**src/rtl/core/pesp_pkg.sv**
```systemverilog
// Shared types, constants and helpers for the PES packet parser.
// Used by pesp_front, pesp_queue, pesp_out and pes_packet_parser; no dependencies.
package pesp_pkg;

   // Parser phases.
   typedef enum logic [3:0] {
      PH_HUNT  = 4'd0,
      PH_ID    = 4'd1,
      PH_LENHI = 4'd2,
      PH_LENLO = 4'd3,
      PH_EXT   = 4'd4,
      PH_FLAGS = 4'd5,
      PH_HLEN  = 4'd6,
      PH_STAMP = 4'd7,
      PH_HSKIP = 4'd8,
      PH_BODY  = 4'd9
   } phase_type;

   // Stream kinds.
   localparam logic [1:0] KIND_AC3   = 2'd0;
   localparam logic [1:0] KIND_MPA   = 2'd1;
   localparam logic [1:0] KIND_MPV   = 2'd2;
   localparam logic [1:0] KIND_OTHER = 2'd3;

   // Stream ids and masks.
   localparam logic [7:0] ID_AC3       = 8'hbd;
   localparam logic [7:0] ID_MPA_MASK  = 8'he0;
   localparam logic [7:0] ID_MPA_BASE  = 8'hc0;
   localparam logic [7:0] ID_MPV_MASK  = 8'hf0;
   localparam logic [7:0] ID_MPV_BASE  = 8'he0;
   localparam logic [23:0] SYNC_CODE   = 24'h000001;

   // Configuration register indexes.
   localparam logic CSR_PREVIEW = 1'b0;
   localparam logic CSR_AUDIO   = 1'b1;

   // Queue between the parser and the output stage.
   localparam int QUEUE_DEPTH = 4;
   localparam int QUEUE_AW    = $clog2(QUEUE_DEPTH);
   localparam int QUEUE_CW    = $clog2(QUEUE_DEPTH + 1);

   typedef struct packed {
      logic [7:0]  payload_byte;
      logic [1:0]  stream_kind;
      logic [4:0]  track;
      logic [32:0] pts;
      logic        pts_valid;
      logic        preview_flag;
      logic        first_of_packet;
      logic        last_of_packet;
   } result_type;

   function automatic logic [1:0] kind_of(input logic [7:0] id);
      logic [1:0] kind;
      kind = KIND_OTHER;
      if (id == ID_AC3) begin
         kind = KIND_AC3;
      end else if ((id & ID_MPA_MASK) == ID_MPA_BASE) begin
         kind = KIND_MPA;
      end else if ((id & ID_MPV_MASK) == ID_MPV_BASE) begin
         kind = KIND_MPV;
      end
      return kind;
   endfunction

endpackage

```
**src/rtl/core/pesp_front.sv**
```systemverilog
// Front end of the PES packet parser: takes one stream word a cycle while the queue has
// room, tracks the packet structure and classifies each payload word. Depends on pesp_pkg.
module pesp_front (
   input  logic                clock,
   input  logic                reset,
   input  logic                take,
   input  logic [7:0]          data_byte,
   input  logic                csr_write,
   input  logic                csr_index,
   input  logic                csr_data,
   input  logic                push_ready,
   output logic                push_valid,
   output pesp_pkg::result_type push_data
);

   pesp_pkg::phase_type phase_ff, phase_in;
   logic [23:0] sync_window_ff, sync_window_in;
   logic [7:0]  stream_id_ff, stream_id_in;
   logic [15:0] bytes_left_ff, bytes_left_in;
   logic [7:0]  header_left_ff, header_left_in;
   logic [32:0] stamp_accum_ff, stamp_accum_in;
   logic        stamp_present_ff, stamp_present_in;
   logic [2:0]  stamp_index_ff, stamp_index_in;
   logic        first_pending_ff, first_pending_in;
   logic        preview_mode_ff, preview_mode_in;
   logic        audio_enable_ff, audio_enable_in;

   logic [15:0] left_dec;
   logic [7:0]  hdr_dec;
   logic [15:0] len_full;
   logic [1:0]  kind;
   logic        emit;

   always_ff @(posedge clock) begin
      if (reset) begin
         phase_ff         <= pesp_pkg::PH_HUNT;
         sync_window_ff   <= '1;
         stream_id_ff     <= '0;
         bytes_left_ff    <= '0;
         header_left_ff   <= '0;
         stamp_accum_ff   <= '0;
         stamp_present_ff <= 1'b0;
         stamp_index_ff   <= '0;
         first_pending_ff <= 1'b1;
         preview_mode_ff  <= 1'b0;
         audio_enable_ff  <= 1'b1;
      end else begin
         phase_ff         <= phase_in;
         sync_window_ff   <= sync_window_in;
         stream_id_ff     <= stream_id_in;
         bytes_left_ff    <= bytes_left_in;
         header_left_ff   <= header_left_in;
         stamp_accum_ff   <= stamp_accum_in;
         stamp_present_ff <= stamp_present_in;
         stamp_index_ff   <= stamp_index_in;
         first_pending_ff <= first_pending_in;
         preview_mode_ff  <= preview_mode_in;
         audio_enable_ff  <= audio_enable_in;
      end
   end

   always_comb begin
      preview_mode_in = preview_mode_ff;
      audio_enable_in = audio_enable_ff;
      if (csr_write) begin
         case (csr_index)
            pesp_pkg::CSR_PREVIEW: preview_mode_in = csr_data;
            pesp_pkg::CSR_AUDIO:   audio_enable_in = csr_data;
            default: ;
         endcase
      end
   end

   assign left_dec = (bytes_left_ff != 16'd0) ? bytes_left_ff - 16'd1 : 16'd0;
   assign hdr_dec  = (header_left_ff != 8'd0) ? header_left_ff - 8'd1 : 8'd0;
   assign len_full = {bytes_left_ff[15:8], data_byte};
   assign kind     = pesp_pkg::kind_of(stream_id_ff);

   always_comb begin
      phase_in         = phase_ff;
      sync_window_in   = sync_window_ff;
      stream_id_in     = stream_id_ff;
      bytes_left_in    = bytes_left_ff;
      header_left_in   = header_left_ff;
      stamp_accum_in   = stamp_accum_ff;
      stamp_present_in = stamp_present_ff;
      stamp_index_in   = stamp_index_ff;
      first_pending_in = first_pending_ff;
      emit             = 1'b0;

      if (take) begin
         case (phase_ff)
            pesp_pkg::PH_ID: begin
               stream_id_in = data_byte;
               phase_in     = pesp_pkg::PH_LENHI;
            end
            pesp_pkg::PH_LENHI: begin
               bytes_left_in = {data_byte, 8'h00};
               phase_in      = pesp_pkg::PH_LENLO;
            end
            pesp_pkg::PH_LENLO: begin
               bytes_left_in = len_full;
               if (kind != pesp_pkg::KIND_OTHER) begin
                  phase_in = pesp_pkg::PH_EXT;
               end else begin
                  first_pending_in = 1'b1;
                  if (len_full == 16'd0) begin
                     phase_in       = pesp_pkg::PH_HUNT;
                     sync_window_in = '1;
                  end else begin
                     phase_in = pesp_pkg::PH_BODY;
                  end
               end
            end
            pesp_pkg::PH_EXT: begin
               bytes_left_in = left_dec;
               phase_in      = pesp_pkg::PH_FLAGS;
            end
            pesp_pkg::PH_FLAGS: begin
               bytes_left_in    = left_dec;
               stamp_present_in = data_byte[7];
               stamp_accum_in   = '0;
               stamp_index_in   = '0;
               phase_in         = pesp_pkg::PH_HLEN;
            end
            pesp_pkg::PH_HLEN: begin
               bytes_left_in  = left_dec;
               header_left_in = data_byte;
               if (stamp_present_ff) begin
                  phase_in = pesp_pkg::PH_STAMP;
               end else if (data_byte != 8'd0) begin
                  phase_in = pesp_pkg::PH_HSKIP;
               end else begin
                  first_pending_in = 1'b1;
                  if (left_dec == 16'd0) begin
                     phase_in       = pesp_pkg::PH_HUNT;
                     sync_window_in = '1;
                  end else begin
                     phase_in = pesp_pkg::PH_BODY;
                  end
               end
            end
            pesp_pkg::PH_STAMP: begin
               bytes_left_in  = left_dec;
               header_left_in = hdr_dec;
               case (stamp_index_ff)
                  3'd0: stamp_accum_in = {data_byte[3:1], 30'd0};
                  3'd1: stamp_accum_in = stamp_accum_ff | (33'(data_byte) << 22);
                  3'd2: stamp_accum_in = stamp_accum_ff | (33'(data_byte[7:1]) << 15);
                  3'd3: stamp_accum_in = stamp_accum_ff | (33'(data_byte) << 7);
                  default: stamp_accum_in = stamp_accum_ff | 33'(data_byte[7:1]);
               endcase
               stamp_index_in = stamp_index_ff + 3'd1;
               if (stamp_index_ff >= 3'd4) begin
                  if (hdr_dec != 8'd0) begin
                     phase_in = pesp_pkg::PH_HSKIP;
                  end else begin
                     first_pending_in = 1'b1;
                     if (left_dec == 16'd0) begin
                        phase_in       = pesp_pkg::PH_HUNT;
                        sync_window_in = '1;
                     end else begin
                        phase_in = pesp_pkg::PH_BODY;
                     end
                  end
               end
            end
            pesp_pkg::PH_HSKIP: begin
               bytes_left_in  = left_dec;
               header_left_in = hdr_dec;
               if (hdr_dec == 8'd0) begin
                  first_pending_in = 1'b1;
                  if (left_dec == 16'd0) begin
                     phase_in       = pesp_pkg::PH_HUNT;
                     sync_window_in = '1;
                  end else begin
                     phase_in = pesp_pkg::PH_BODY;
                  end
               end
            end
            pesp_pkg::PH_BODY: begin
               emit = (kind != pesp_pkg::KIND_OTHER)
                      && ((kind == pesp_pkg::KIND_MPV) || audio_enable_ff);
               if (emit) begin
                  first_pending_in = 1'b0;
               end
               bytes_left_in = left_dec;
               if (left_dec == 16'd0) begin
                  phase_in       = pesp_pkg::PH_HUNT;
                  sync_window_in = '1;
               end
            end
            default: begin
               // Hunting: shift the word into the window and look for a start code.
               sync_window_in = {sync_window_ff[15:0], data_byte};
               if ({sync_window_ff[15:0], data_byte} == pesp_pkg::SYNC_CODE) begin
                  phase_in = pesp_pkg::PH_ID;
               end else begin
                  phase_in = pesp_pkg::PH_HUNT;
               end
            end
         endcase
      end
   end

   assign push_valid                = emit;
   assign push_data.payload_byte    = data_byte;
   assign push_data.stream_kind     = kind;
   assign push_data.track           = (kind == pesp_pkg::KIND_MPA) ? stream_id_ff[4:0] : 5'd0;
   assign push_data.pts             = stamp_present_ff ? stamp_accum_ff : 33'd0;
   assign push_data.pts_valid       = stamp_present_ff;
   assign push_data.preview_flag    = preview_mode_ff;
   assign push_data.first_of_packet = first_pending_ff;
   assign push_data.last_of_packet  = (bytes_left_ff == 16'd1);

`ifndef ASSERT_OFF
   a_emit_in_body: assert property (@(posedge clock) disable iff (reset)
      push_valid |-> (phase_ff == pesp_pkg::PH_BODY))
      else $error("payload word emitted outside the packet body");
   a_stamp_index: assert property (@(posedge clock) disable iff (reset)
      (phase_ff == pesp_pkg::PH_STAMP) |-> (stamp_index_ff <= 3'd4))
      else $error("time stamp word index out of range");
   a_push_room: assert property (@(posedge clock) disable iff (reset)
      push_valid |-> push_ready)
      else $error("word pushed into a full queue");
`endif

endmodule

```
**src/rtl/core/pesp_queue.sv**
```systemverilog
// Short queue between the parser front end and the output stage.
// Depends on pesp_pkg for the result type and depth.
module pesp_queue (
   input  logic                 clock,
   input  logic                 reset,
   input  logic                 push_valid,
   input  pesp_pkg::result_type push_data,
   output logic                 push_ready,
   input  logic                 pop_ready,
   output logic                 head_valid,
   output pesp_pkg::result_type head_data
);

   pesp_pkg::result_type entry_ff [pesp_pkg::QUEUE_DEPTH];
   logic [pesp_pkg::QUEUE_AW-1:0] wr_ptr_ff, wr_ptr_in;
   logic [pesp_pkg::QUEUE_AW-1:0] rd_ptr_ff, rd_ptr_in;
   logic [pesp_pkg::QUEUE_CW-1:0] count_ff, count_in;
   logic push, pop;

   assign push_ready = (count_ff != pesp_pkg::QUEUE_CW'(pesp_pkg::QUEUE_DEPTH));
   assign head_valid = (count_ff != '0);
   assign head_data  = entry_ff[rd_ptr_ff];
   assign push       = push_valid && push_ready;
   assign pop        = head_valid && pop_ready;

   always_comb begin
      wr_ptr_in = push ? wr_ptr_ff + 1'b1 : wr_ptr_ff;
      rd_ptr_in = pop ? rd_ptr_ff + 1'b1 : rd_ptr_ff;
      count_in  = count_ff;
      if (push && !pop) begin
         count_in = count_ff + 1'b1;
      end else if (pop && !push) begin
         count_in = count_ff - 1'b1;
      end
   end

   always_ff @(posedge clock) begin
      if (reset) begin
         wr_ptr_ff <= '0;
         rd_ptr_ff <= '0;
         count_ff  <= '0;
      end else begin
         wr_ptr_ff <= wr_ptr_in;
         rd_ptr_ff <= rd_ptr_in;
         count_ff  <= count_in;
      end
   end

   always_ff @(posedge clock) begin
      if (push) begin
         entry_ff[wr_ptr_ff] <= push_data;
      end
   end

`ifndef ASSERT_OFF
   a_count_bound: assert property (@(posedge clock) disable iff (reset)
      count_ff <= pesp_pkg::QUEUE_CW'(pesp_pkg::QUEUE_DEPTH))
      else $error("queue count above its depth");
   a_count_track: assert property (@(posedge clock) disable iff (reset)
      (push && !pop) |=> (count_ff == $past(count_ff) + 1'b1))
      else $error("queue count missed a push");
`endif

endmodule

```
**src/rtl/core/pesp_out.sv**
```systemverilog
// Output stage of the PES packet parser: a result register that drains the queue.
// Depends on pesp_pkg for the result type.
module pesp_out (
   input  logic                 clock,
   input  logic                 reset,
   input  logic                 head_valid,
   input  pesp_pkg::result_type head_data,
   output logic                 pop_ready,
   output logic                 rsp_valid,
   input  logic                 rsp_ready,
   output pesp_pkg::result_type rsp_data
);

   logic                 rsp_valid_ff, rsp_valid_in;
   pesp_pkg::result_type rsp_data_ff;
   logic                 load;

   assign pop_ready = !rsp_valid_ff || rsp_ready;
   assign load      = head_valid && pop_ready;

   always_comb begin
      rsp_valid_in = rsp_valid_ff;
      if (pop_ready) begin
         rsp_valid_in = head_valid;
      end
   end

   always_ff @(posedge clock) begin
      if (reset) begin
         rsp_valid_ff <= 1'b0;
      end else begin
         rsp_valid_ff <= rsp_valid_in;
      end
   end

   always_ff @(posedge clock) begin
      if (load) begin
         rsp_data_ff <= head_data;
      end
   end

   assign rsp_valid = rsp_valid_ff;
   assign rsp_data  = rsp_data_ff;

endmodule

```
**src/rtl/core/pes_packet_parser.sv**
```systemverilog
// PES packet parser: one stream word in, at most one tagged payload word out.
// Use: drive req_data_byte with req_valid; a word is taken when req_valid and
// req_ready are both high. Each taken word advances the start-code hunt, the
// packet header parse or the payload count. Payload words of known streams
// leave on the rsp_ channel with kind, track, time stamp and packet marks.
// Settings go in over csr_valid/csr_index/csr_data: index 0 is preview mode,
// index 1 enables audio; csr_ready is always high, and settings take effect
// on the next taken word.
// Throughput is one word per cycle while req_ready is high. The parser writes a
// taken payload word into the four-entry queue at the edge that takes it; from
// the queue head it moves into the result register that drives rsp_valid.
// When the receiver stalls, the queue fills and req_ready drops only once all
// four entries are in use; header and skipped words keep flowing until then.
// After reset the parser hunts for a start code, preview mode is off and
// audio is enabled; nothing is pending on the result channel.
// Depends on pesp_pkg, pesp_front, pesp_queue and pesp_out.
module pes_packet_parser (
   input  logic        clock,
   input  logic        reset,
   input  logic        req_valid,
   output logic        req_ready,
   input  logic [7:0]  req_data_byte,
   input  logic        csr_valid,
   output logic        csr_ready,
   input  logic        csr_index,
   input  logic        csr_data,
   output logic        rsp_valid,
   input  logic        rsp_ready,
   output logic [7:0]  rsp_payload_byte,
   output logic [1:0]  rsp_stream_kind,
   output logic [4:0]  rsp_track,
   output logic [32:0] rsp_pts,
   output logic        rsp_pts_valid,
   output logic        rsp_preview_flag,
   output logic        rsp_first_of_packet,
   output logic        rsp_last_of_packet
);

   logic                 push_valid, push_ready;
   pesp_pkg::result_type push_data;
   logic                 head_valid, pop_ready;
   pesp_pkg::result_type head_data;
   pesp_pkg::result_type rsp_data;
   logic                 take;

   assign req_ready = push_ready;
   assign csr_ready = 1'b1;
   assign take      = req_valid && push_ready;

   pesp_front u_front (
      .clock      (clock),
      .reset      (reset),
      .take       (take),
      .data_byte  (req_data_byte),
      .csr_write  (csr_valid),
      .csr_index  (csr_index),
      .csr_data   (csr_data),
      .push_ready (push_ready),
      .push_valid (push_valid),
      .push_data  (push_data)
   );

   pesp_queue u_queue (
      .clock      (clock),
      .reset      (reset),
      .push_valid (push_valid),
      .push_data  (push_data),
      .push_ready (push_ready),
      .pop_ready  (pop_ready),
      .head_valid (head_valid),
      .head_data  (head_data)
   );

   pesp_out u_out (
      .clock      (clock),
      .reset      (reset),
      .head_valid (head_valid),
      .head_data  (head_data),
      .pop_ready  (pop_ready),
      .rsp_valid  (rsp_valid),
      .rsp_ready  (rsp_ready),
      .rsp_data   (rsp_data)
   );

   assign rsp_payload_byte    = rsp_data.payload_byte;
   assign rsp_stream_kind     = rsp_data.stream_kind;
   assign rsp_track           = rsp_data.track;
   assign rsp_pts             = rsp_data.pts;
   assign rsp_pts_valid       = rsp_data.pts_valid;
   assign rsp_preview_flag    = rsp_data.preview_flag;
   assign rsp_first_of_packet = rsp_data.first_of_packet;
   assign rsp_last_of_packet  = rsp_data.last_of_packet;

endmodule

```
**config.mk**
```make
export PLATFORM = sky130hd
export DESIGN_NAME = pes_packet_parser
export DESIGN_NICKNAME = d
export VERILOG_FILES = /design/src/rtl/core/pesp_pkg.sv /design/src/rtl/core/pesp_front.sv /design/src/rtl/core/pesp_queue.sv /design/src/rtl/core/pesp_out.sv /design/src/rtl/core/pes_packet_parser.sv
export SDC_FILE = /design/constraint.sdc
export NUM_CORES = 1
export LEC_CHECK = 0
export CORE_MARGIN = 5
export CORE_UTILIZATION = 55
export CTS_CLUSTER_DIAMETER = 150
export DETAILED_ROUTE_END_ITERATION = 12
export DONT_BUFFER_PORTS = 1
export MAX_ROUTING_LAYER = met4
export PLACE_DENSITY = 0.79
export REMOVE_ABC_BUFFERS = 1
export SLEW_MARGIN = 15
export SYNTH_ARGS = -nofsm -noshare
export SYNTH_HDL_FRONTEND = slang
export SYNTH_SLANG_ARGS = --single-unit
```
**constraint.sdc**
```tcl
create_clock -name clock -period 7.4 [get_ports clock]
set_input_delay 2.22 -clock clock [delete_from_list [all_inputs] [get_ports clock]]
set_output_delay 2.22 -clock clock [all_outputs]
set_load 0.01 [all_outputs]
```
==> flow_summary.ini, run 1 <==
[run_status]
outcome = finished, final reports clean

[power]
vdd_ir_drop_max_mv = 0.256
p_total_mw = 5.23
power_frac_seq_pct = 47.7
combPwrFrac_pct = 16.3
power_switching_mw = 1.37
clkPwrFrac_pct = 36.0
cellPowerDensity_nw_per_um2 = 327
switching_share_pct = 26.3
p_int_mw = 3.86
cellLeakagePower_nw = 5.20

[setup_path]
r2r-end = u_queue.entry_ff[0][23]$_DFFE_PP_
start_kind = primary input
slowest_stage = nand2_1
reg2reg_from = u_front.phase_ff[1]$_SDFFE_PP0P_
crit_path_max_fanout = 23
end_kind = flip-flop
critical_path_class = in2reg
crit_path_start = req_valid
r2r_cells = 5
r2r_setup_slack_ns = 3.91
cp.arrival_ns = 4.65
worstPathCellList = and3b_1 -> nand3_1 -> nand2b_1 -> a21oi_1 -> nand2_1 -> nand2_1 -> nor2_1
path_depth = 7
crit_required_ns = 7.77
crit_family = simple AND/OR/NAND/NOR gates
max_stage_delay_ns = 0.65
timing.critical_path.mode_cell = nand2_1
cp-endpoint = u_front.stamp_accum_ff[1]$_SDFFE_PP0P_
cp_num_buf_inv = 0

[final_layout]
nFillCells = 1870
drive_gt1_share_pct = 13.4
num_antenna_cells = 0
final_cell_mix = edfxtp_1 (260), nor2_1 (136), dfxtp_1 (98)
syn2layout_area_growth_pct = 10.6
final_core_util_pct = 61.5
layoutNonFillerInstCount = 1373
final_nets = 1039
layout_commonest_cell = edfxtp_1

[cts]
cts_hold_buf = 0
cts_tree = done
clk_latency_ns = 0.53
postCtsSetupBuffers = 0
root_buffer = clkbuf_16
cts_buffer_depth = 3
cts_htree_levels = 2
cts_resized = 0
clk_pin_slew_ns = 0.06
cts.sinks = 360
cts_buffers = 37

[drt]
ant_nets = 0
via_per_inst = 6.09
drc = 0
first_pass_iters = 5
wl_microns = 29400
num_vias = 8359
drtIter0Drc = 769
wl_per_cell_microns = 21.4

[min_path]
hp-class = reg2reg
min_path_cells = 2
min-delay-start = u_front.stamp_accum_ff[20]$_SDFFE_PP0P_

[grt]
gr-max-usage-layer = met2
grtUsageMet3_pct = 4.28
grt_max_degree = 71
antenna_found_initial = 0
grt_use_met2_pct = 33.3
grt_use_met1_pct = 26.3
gr-total-overflow = 0
grt_pass1_wl_microns = 46000
grtUsageTotal_pct = 20.5
grt_pass1_vias = 8358

[place]
post-dp-hpwl_microns = 17300
numPortBuffers = 0
routabilityCongestion = 0.917
place_inst = 1305
pre_cts_slack_ns = 2.76

[sta]
maxSlewViolCount = 0
tightest_slew_ns = 1.04
finalSetupViolCount = 0
hold_viol_final = 0
rsz0062_at_grt = no
fmax_mhz = 233
max_slew_margin_pct = 30.9
final.min_clock_period_ns = 4.28
fin_tns_setup_ns = 0
setup_ws_ns = 3.12
clock-skew-final_ns = 0.0182
post-route-period-util_pct = 57.9

[synth]
async_flop_share_pct = 0
synthCells = 1014
synthFlopType = edfxtp_1
yosysSeqAreaShare_pct = 67.9
synth_edf_count = 260
yosys_warnings = 0
ys_seq_elements = 360
ys_types = 66
syn_area_sq_um = 14400
avgSynthCellArea_sq_um = 14.2

[die]
core_sq_um = 26000
die-height_microns = 172
start_util_pct = 55.6
rows = 59
ios = 70
fp.dieW_microns = 172
dieArea_sq_um = 29600

[job]
max_cap_viol_count = 0
[through the flow]
| stage | area [sq um] | hold WS [ns] |
|---|---|---|
| after floorplan | 14200 | 0.429 |
| after global placement | 14700 | 0.439 |
| after detailed placement | 14700 | 0.446 |
| after CTS | 16000 | 0.462 |
| after global routing | 16000 | 0.477 |
| final | 16000 | 0.459 |
[tightest hold or removal path, cell delays in order, from the launching register on]
cell     delay [ns]
dfxtp_1        0.32
a21oi_1        0.04
nor2_1         0.06
[cells in the mapped netlist (8+ instances only)]
cell type / instances / area [sq um]
mux2i_1: 28 / 280
mux4_2: 52 / 1170
a211oi_1: 8 / 60.1
nor2_1: 136 / 510
nand2_1: 44 / 165
nor3_1: 19 / 95.1
a22oi_1: 22 / 165
edfxtp_1: 260 / 7810
a21oi_1: 58 / 290
clkbuf_1: 41 / 154
nor4_1: 11 / 68.8
o21ai_0: 32 / 160
inv_1: 21 / 78.8
dfxtp_1: 100 / 2000
and2_1: 38 / 238
nand2b_1: 10 / 62.6
and3_1: 11 / 68.8
ha_1: 14 / 175
[state kept, by name, summed over array words and instances (netlist names)]
name	flops
u_front.audio_enable_ff	1
u_front.bytes_left_ff	16
u_front.first_pending_ff	1
u_front.header_left_ff	8
u_front.phase_ff	4
u_front.preview_mode_ff	1
u_front.stamp_accum_ff	33
u_front.stamp_index_ff	3
u_front.stamp_present_ff	1
u_front.stream_id_ff	8
u_front.sync_window_ff	16
u_out.rsp_data	52
u_out.rsp_valid	1
u_queue.count_ff	3
u_queue.entry_ff	208
u_queue.rd_ptr_ff	2
u_queue.wr_ptr_ff	2
[kinds of logic after synthesis]
family	after synthesis	share of synthesized area (%)
compound gates	164	7.44
xor+xnor	9	0.546
fa+ha+maj	15	1.35
buf+inv	74	2.13
flops	360	67.9
mux	80	10.1
other cells	1	0.0260
simple gates	311	10.5
[power groups by stage]
stage / clock network, mW / logic [mW] / registers (mW)
2_1_floorplan: 0 / 0.618 / 2.59
3_3_place_gp: 0 / 0.836 / 2.54
3_5_place_dp: 0 / 0.860 / 2.54
4_1_cts: 1.92 / 0.864 / 2.50
5_1_grt: 2.00 / 0.937 / 2.52
6_report: 1.88 / 0.851 / 2.50
[worst min path at each step]
stage | endpoint | slack [ns]
2_1_floorplan | u_front.stamp_accum_ff[0]$_SDFFE_PP0P_ | 0.43
3_3_place_gp | u_front.stamp_accum_ff[17]$_SDFFE_PP0P_ | 0.44
3_5_place_dp | u_front.stamp_accum_ff[20]$_SDFFE_PP0P_ | 0.45
4_1_cts | u_front.stamp_accum_ff[20]$_SDFFE_PP0P_ | 0.46
5_1_grt | u_front.stamp_accum_ff[14]$_SDFFE_PP0P_ | 0.48
6_report | u_front.stamp_accum_ff[20]$_SDFFE_PP0P_ | 0.46
[layer usage]
| layer | share of wire [%] | up-vias | routed length (microns) |
|---|---|---|---|
| met2 | 49 | 303 | 14500 |
| li1 | - | 3831 | - |
| met1 | 41 | 4161 | 12100 |
| met4 | 2.6 | 0 | 766 |
| met3 | 6.7 | 64 | 1980 |
| met5 | 0 | - | 0 |
[cell type report]
cell class	instances	area (sq um)	area share, %
tap	335	419	2.62
clock inverter	22	241	1.51
timing repair buffer	9	67.6	0.423
clock buffer	46	1010	6.33
multi-input combinational	580	4340	27.2
inverter	21	78.8	0.493
sequential	360	9810	61.4
Power figures use the tool's default switching activity.
==> inputs of run 2 (changes only) <==
==> constraint.sdc (replaced) <==
create_clock -name clock -period 4.32 [get_ports clock]
set_input_delay 1.296 -clock clock [delete_from_list [all_inputs] [get_ports clock]]
set_output_delay 1.296 -clock clock [all_outputs]
set_load 0.01 [all_outputs]
==> flow_summary.ini, run 2 (synthesis gave the netlist of run 1 again) <==
[cts]
postCtsSetupBuffers = 0
cts.sinks = 360
clk_latency_ns = 0.52
cts_htree_levels = 2
cts_hold_buf = 0
cts_buffer_depth = 3
root_buffer = clkbuf_16
cts_buffers = 37
cts_resized = 0
cts_tree = done
clk_pin_slew_ns = 0.06

[sta]
max_slew_margin_pct = 39.1
rsz0062_at_grt = no
post-route-period-util_pct = 70.5
hold_viol_final = 0
fmax_mhz = 328
fin_tns_setup_ns = 0
tightest_slew_ns = 0.910
hold_ws_ns = 0.463
finalSetupViolCount = 0
maxSlewViolCount = 0
clock-skew-final_ns = 0.0120
setup_ws_ns = 1.27
final.min_clock_period_ns = 3.05

[die]
die-height_microns = 172
rows = 59
core_sq_um = 26000
dieArea_sq_um = 29600
fp.dieW_microns = 172
start_util_pct = 55.6
ios = 70

[final_layout]
largest_register = u_queue.entry_ff
final_nets = 1043
final_cell_area_sq_um = 15900
final_cell_mix = edfxtp_1 (260), nor2_1 (136), dfxtp_1 (98)
num_antenna_cells = 0
layout_commonest_cell = edfxtp_1
syn2layout_area_growth_pct = 10.3
layoutNonFillerInstCount = 1377
drive_gt1_share_pct = 13.1
largest_reg_flops = 208
nFillCells = 1887

[power]
combPwrFrac_pct = 15.4
power_frac_seq_pct = 50.4
cellPowerDensity_nw_per_um2 = 547
power_switching_mw = 2.35
p_int_mw = 6.36
clkPwrFrac_pct = 34.2
vdd_ir_drop_max_mv = 0.497
switching_share_pct = 27.0
cellLeakagePower_nw = 5.16

[setup_path]
crit_required_ns = 4.77
cp.arrival_ns = 3.50
critical_path_class = reg2reg
r2r_cells = 12
end_kind = flip-flop
start_kind = flip-flop
crit_path_max_fanout = 7

[job]
max_cap_viol_count = 0

[place]
pre_cts_slack_ns = 1.06
place_area_sq_um = 14800
place_inst = 1309
routabilityCongestion = 0.907
post-dp-hpwl_microns = 17300
numPortBuffers = 0

[grt]
gr-max-usage-layer = met2
grtUsageTotal_pct = 20.3
grtUsageMet3_pct = 3.59
grt_pass1_vias = 8207
grt_use_met2_pct = 32.7
antenna_found_initial = 0
gr-total-overflow = 0
grt_max_degree = 71
grt_pass1_wl_microns = 45800
grt_use_met1_pct = 27.3

[drt]
wl_microns = 29200
num_vias = 8322
via_per_inst = 6.04
drtIter0Drc = 864
wl_per_cell_microns = 21.2
first_pass_iters = 5
ant_nets = 0
drc = 0

[min_path]
min_path_cells = 2
hp-class = reg2reg

[run_status]
outcome = finished, final reports clean
[run 2: cell count changes in the layout (fill, tap and decap cells not counted), moves of 2 or more]
cell,before,now
buf_12,0,3
bufinv_16,4,0
clkbuf_1,5,7
clkbuf_8,3,0
clkinv_1,4,7
clkinv_2,9,7
clkinvlp_4,1,5
[run 2: path summary, 6_finish.rpt]
check | slack (ns) | to | start
setup / recovery | 1.27 | u_queue.count_ff[2]$_SDFFE_PP0P_ | u_front.stream_id_ff[1]$_SDFFE_PP0P_
hold / removal | 0.46 | u_front.stamp_accum_ff[13]$_SDFFE_PP0P_ | u_front.stamp_accum_ff[13]$_SDFFE_PP0P_
setup reg to reg | 1.27 | u_queue.count_ff[2]$_SDFFE_PP0P_ | u_front.stream_id_ff[1]$_SDFFE_PP0P_
hold reg to reg | 0.46 | u_front.stamp_accum_ff[13]$_SDFFE_PP0P_ | u_front.stamp_accum_ff[13]$_SDFFE_PP0P_
[run 2: layout make-up]
class	instances	area, sq um	share of cell area (%)
inverter	21	78.8	0.495
clock buffer	46	1000	6.29
multi-input combinational	580	4340	27.2
clock inverter	22	144	0.903
tap	335	419	2.63
timing repair buffer	13	135	0.848
sequential	360	9810	61.6
[run 2: power groups by stage]
stage	Sequential (mW)	Clock, mW	Combinational [mW]
after global placement	4.47	0	1.32
after detailed placement	4.48	0	1.36
after floorplan	4.44	0	1.06
after CTS	4.41	3.04	1.36
after global routing	4.44	3.17	1.47
final	4.39	2.97	1.34
[run 2: through the flow]
step | power (mW) | util (%)
floorplan | 5.50 | -
global placement | 5.78 | 56.9
detailed placement | 5.84 | 56.9
CTS | 8.80 | 61.3
global route | 9.08 | 61.3
finish | 8.71 | 61.3
[run 2: critical path, stage by stage, from the launching register on]
cell and delay [ns]:
dfxtp_1 0.32, nand2b_1 0.16, nor4_1 0.34, o21a_1 0.29, o21ai_0 0.16, nor3_1 0.22
buf_4 0.18, ha_1 0.19, inv_1 0.07, fa_1 0.42, xor2_1 0.18, or3_1 0.31
a21oi_1 0.14
[run 2: layer usage]
metal  share of wire, %  up-vias  wire length [microns]
li1                   -     3833                      -
met1                 43     4180                  12600
met2                 49      270                  14400
met3                5.8       39                   1710
met4                1.9        0                    541
met5                  0        -                      0
